<file path="src/assert_macros.svh">
// Assertion macros for RTL files that check their own logic
`ifndef ASSERT_MACROS_SVH
`define ASSERT_MACROS_SVH

// Antecedent implies consequent in the same cycle, clocked on clock, off in reset
`define ASSERT_IMPL(lbl, ante, cons, msg) \
   lbl: assert property (@(posedge clock) disable iff (reset) (ante) |-> (cons)) else $error(msg);

// Antecedent implies consequent in the following cycle
`define ASSERT_NEXT(lbl, ante, cons, msg) \
   lbl: assert property (@(posedge clock) disable iff (reset) (ante) |=> (cons)) else $error(msg);

`endif

</file>
<file path="src/bavg_div.sv">
// Multi-lane restoring divider, one quotient bit per lane each cycle
`default_nettype none

module bavg_div #(
   parameter int LANES = 3,
   parameter int N_W   = 24,
   parameter int D_W   = 9
) (
   input  logic                       clock,
   input  logic                       reset,
   input  logic                       start,
   input  logic [LANES-1:0][N_W-1:0]  dividend,
   input  logic [LANES-1:0][D_W-1:0]  divisor,
   output logic                       busy,
   output logic [LANES-1:0][N_W-1:0]  quotient
);

   localparam int CNT_W = $clog2(N_W + 1);

   logic                      busy_ff;
   logic [CNT_W-1:0]          cnt_ff;
   logic [LANES-1:0][N_W-1:0] quo_ff;
   logic [LANES-1:0][N_W-1:0] quo_in;
   logic [LANES-1:0][D_W-1:0] rem_ff;
   logic [LANES-1:0][D_W-1:0] rem_in;
   logic [LANES-1:0][D_W-1:0] dvs_ff;

   // One restoring step per lane: shift in the next dividend bit, try subtract
   always_comb begin
      logic [D_W:0] trial;
      logic [D_W:0] diff;
      logic         fits;
      trial = '0;
      diff  = '0;
      fits  = 1'b0;
      for (int i = 0; i < LANES; i++) begin
         trial     = {rem_ff[i], quo_ff[i][N_W-1]};
         diff      = trial - {1'b0, dvs_ff[i]};
         fits      = (trial >= {1'b0, dvs_ff[i]});
         rem_in[i] = fits ? diff[D_W-1:0] : trial[D_W-1:0];
         quo_in[i] = {quo_ff[i][N_W-2:0], fits};
      end
   end

   // Step counter and busy flag
   always_ff @(posedge clock) begin
      if (reset) begin
         busy_ff <= 1'b0;
         cnt_ff  <= '0;
      end else if (start) begin
         busy_ff <= 1'b1;
         cnt_ff  <= CNT_W'(N_W);
      end else if (busy_ff) begin
         cnt_ff <= cnt_ff - CNT_W'(1);
         if (cnt_ff == CNT_W'(1)) begin
            busy_ff <= 1'b0;
         end
      end
   end

   // Load operands on start, advance while busy, hold the quotient after
   always_ff @(posedge clock) begin
      if (start) begin
         quo_ff <= dividend;
         rem_ff <= '0;
         dvs_ff <= divisor;
      end else if (busy_ff) begin
         quo_ff <= quo_in;
         rem_ff <= rem_in;
      end
   end

   assign busy     = busy_ff;
   assign quotient = quo_ff;

endmodule

`default_nettype wire

</file>
<file path="config.mk">
export PLATFORM = sky130hd
export DESIGN_NAME = bavg_div
export DESIGN_NICKNAME = d
export VERILOG_FILES = /design/src/assert_macros.svh /design/src/bavg_div.sv
export SDC_FILE = /design/constraint.sdc
export NUM_CORES = 1
export LEC_CHECK = 0
export ABC_AREA = 1
export BUFFER_PORTS_ARGS = -buffer_cell sky130_fd_sc_hd__buf_2
export CAP_MARGIN = 20
export CORE_ASPECT_RATIO = 0.8
export CORE_MARGIN = 10
export CORE_UTILIZATION = 47
export CTS_CLUSTER_SIZE = 20
export DETAILED_ROUTE_END_ITERATION = 7
export PLACE_DENSITY = 0.87
export REMOVE_ABC_BUFFERS = 1
export SLEW_MARGIN = 20
export SYNTH_ARGS = -nofsm -noshare
export SYNTH_HDL_FRONTEND = slang
export SYNTH_SLANG_ARGS = --single-unit
export TNS_END_PERCENT = 10
</file>
<file path="constraint.sdc">
create_clock -name clock -period 2.5 [get_ports clock]
set_input_delay 0.125 -clock clock [delete_from_list [all_inputs] [get_ports clock]]
set_output_delay 0.125 -clock clock [all_outputs]
set_load 0.03 [all_outputs]
</file>
==> results_dict.tcl <==
set metrics [dict create \
    criticalPathCategory "reg2reg" \
    slew_headroom 0.537 \
    hold_viol 0 \
    leakagePower_uw 0.00497 \
    fmax_ghz 0.454 \
    timing.hold.worst_path_depth 3 \
    cts_made_buffers 17 \
    synth_seq_cells 132 \
    final_cell_mix "nand2_1, buf_2, inv_1" \
    ir_worst_vdd_uv 462 \
    syn_inst 845 \
    setup_viol 0 \
    postCtsSetupRepairBufs 0 \
    grt_pass1_vias 6872 \
    max_cap_viol_count 0 \
    grt-busiest-layer "met2" \
    clkPwrFrac 0.397 \
    wl_per_cell_um 16.7 \
    min_from "dividend[59]" \
    grt_util_all_layers 0.217 \
    htreeDepth 4 \
    drive_gt1_frac 0.214 \
    grt.met3_usage 0.0833 \
    cp_data_required_time_ps 2860 \
    period_needed_ps 2200 \
    port_buffers 174 \
    p_int_uw 4660 \
    combPwrFrac 0.187 \
    yosys_warnings 0 \
    cp_max_fo 11 \
    hpwl_mm 13.8 \
    end_kind "register" \
    clk_pin_slew_worst_paths_ps 60 \
    timing.rr.start "quotient[23]" \
    first_iter_violations 549 \
    clock-root-buffer "clkbuf_16" \
    critPathLaunchType "register" \
    p_switching_uw 1800 \
    period_share 0.881 \
    design.die.area_mm2 0.0202 \
    core-area_mm2 0.0144 \
    use_met1 0.250 \
    hold_class "in2reg" \
    yosysSeqAreaShare 0.518 \
    finalMaxSlewViolations 0 \
    skew_ps 11.9 \
    gr-usage-met2 0.362 \
    final_cells 1309 \
    cts_buffer_depth 2 \
    clock-sinks 132 \
    die_w_um 157 \
    r2r_end "rem_ff[7]" \
    holdPathEnd "quotient[59]" \
    netlist_area_mm2 0.00701 \
    final_common_cell "nand2_1" \
    ant_nets 0 \
    place_congestion 0.896 \
    worst_pin_slew_ps 695 \
    die_height_um 129 \
    overflow 0 \
    rsz0062_at_grt "no" \
    syn_area_per_cell_um2 8.30 \
    r2r_slack_ps 300 \
    grt_pass1_wl_mm 35.1 \
    area_growth_pct 36.2 \
    pin_count 175 \
    worst_slack_ps 297 \
    power_density_mw_per_mm2 677 \
    grt_antenna_before_repair 1 \
    grt_start_max_net_pins 53 \
    drc 0 \
    cp.arrival_ps 2560 \
    synth_cell_type_count 30 \
    wl_mm 21.8 \
    pwr-share-seq 0.416 \
    fin_nets 1246 \
    rows 39 \
    r2r_cells 13 \
    initial_core_util 0.485 \
    place_inst 1184 \
    tritoncts "done" \
    viasPerCell 5.12 \
    worstSkewPairLatency_ps 420 \
    p_sw_frac 0.279 \
    vias 6698 \
    pre_cts_ws_ps 361 \
    drt_pass1_iterations 6 \
    status "complete, no violations" \
]
[power groups by stage]
stage               registers (µW)  logic [µW]  clock network (µW)
floorplan                     2950         431                   0
CTS                           2680        1180                2590
global placement              2710        1030                   0
detailed placement            2720        1060                   0
finish                        2690        1210                2560
global route                  2710        1310                2680
[worst max-delay path by stage]
stage	from	endpoint	slack [ps]
final	quotient[23]	rem_ff[7]	300
after global routing	quotient[71]	rem_ff[23]	140
after CTS	quotient[23]	rem_ff[7]	320
after detailed placement	quotient[23]	rem_ff[7]	360
after global placement	quotient[71]	rem_ff[25]	490
after floorplan	busy	quotient[0]	-280
[critical path, stage by stage (launching register included)]
cell and delay (ps):
edfxtp_1 410, inv_1 110, ha_1 150, inv_1 70, fa_1 410, nand2_1 80, nand2_1 80, nand3b_1 120
nand2_2 70, nand2_2 200, nand2_2 170, nand2_1 120, nand3_1 80, nand2_1 70
[Yosys cell counts (all sizes together)]
master / instances / area [µm²]
buf: 15 / 118
nand4: 5 / 31.3
inv: 104 / 390
ha: 29 / 363
nand3b: 7 / 52.6
a211oi: 1 / 7.51
xnor2: 7 / 61.3
fa: 3 / 60.1
dfxtp: 33 / 661
xor2: 3 / 26.3
a31oi: 5 / 31.3
clkbuf: 13 / 48.8
nand3: 72 / 415
edfxtp: 99 / 2970
a21oi: 13 / 68.8
nand2: 404 / 1540
o31ai: 1 / 7.51
nor2: 23 / 96.3
nor3: 4 / 20.0
and2: 1 / 8.76
or2: 2 / 12.5
nor2b: 1 / 13.8
[registers in the layout, summed over array words and instances, names as in the netlist]
name / count
dvs_ff: 27
busy: 1
rem_ff: 27
cnt_ff: 5
quotient: 72
[cell families (layout without fill, tap and decap cells)]
kind of cell,count (synthesis),count (layout),share of synthesized area
adders and majority gates,32,32,0.0603
and+or+nand+nor,519,519,0.313
buffers and inverters,132,411,0.0794
other,0,1,0
AOI/OAI and AO/OA,20,20,0.0164
xor gates and xnor gates,10,10,0.0125
DFF,132,132,0.518
[through the flow]
stage | hold slack, ps | util | setup TNS [ps] | power, µW | cell area (µm²)
after floorplan | 194 | - | -20020 | 3380 | 6840
after detailed placement | 303 | 0.555 | 0 | 3770 | 8020
final | 8.93 | 0.661 | 0 | 6460 | 9550
after global routing | 21.7 | 0.661 | 0 | 6700 | 9550
after CTS | 2.48 | 0.661 | 0 | 6450 | 9540
after global placement | 302 | 0.555 | 0 | 3740 | 8020
[cell type report]
class / count / area, µm²
multi-input combinational: 581 / 2820
tap: 184 / 230
sequential: 132 / 3630
clock buffer: 20 / 437
inverter: 104 / 390
antenna: 1 / 2.50
fill: 1034 / 4900
clock inverter: 11 / 160
timing repair buffer: 276 / 1870
[routing by layer]
metal / wire length [µm] / up-vias
li1: - / 3211
met1: 8450 / 3060
met2: 10400 / 376
met3: 2370 / 51
met4: 562 / 0
met5: 0 / -
[repair_timing]
action,4_1_cts,5_1_grt
hold buffers,93,0
gates resized for setup,0,0
endpoints found under the hold margin,94,0
Note: power is estimated with default switching activity, not from simulation.
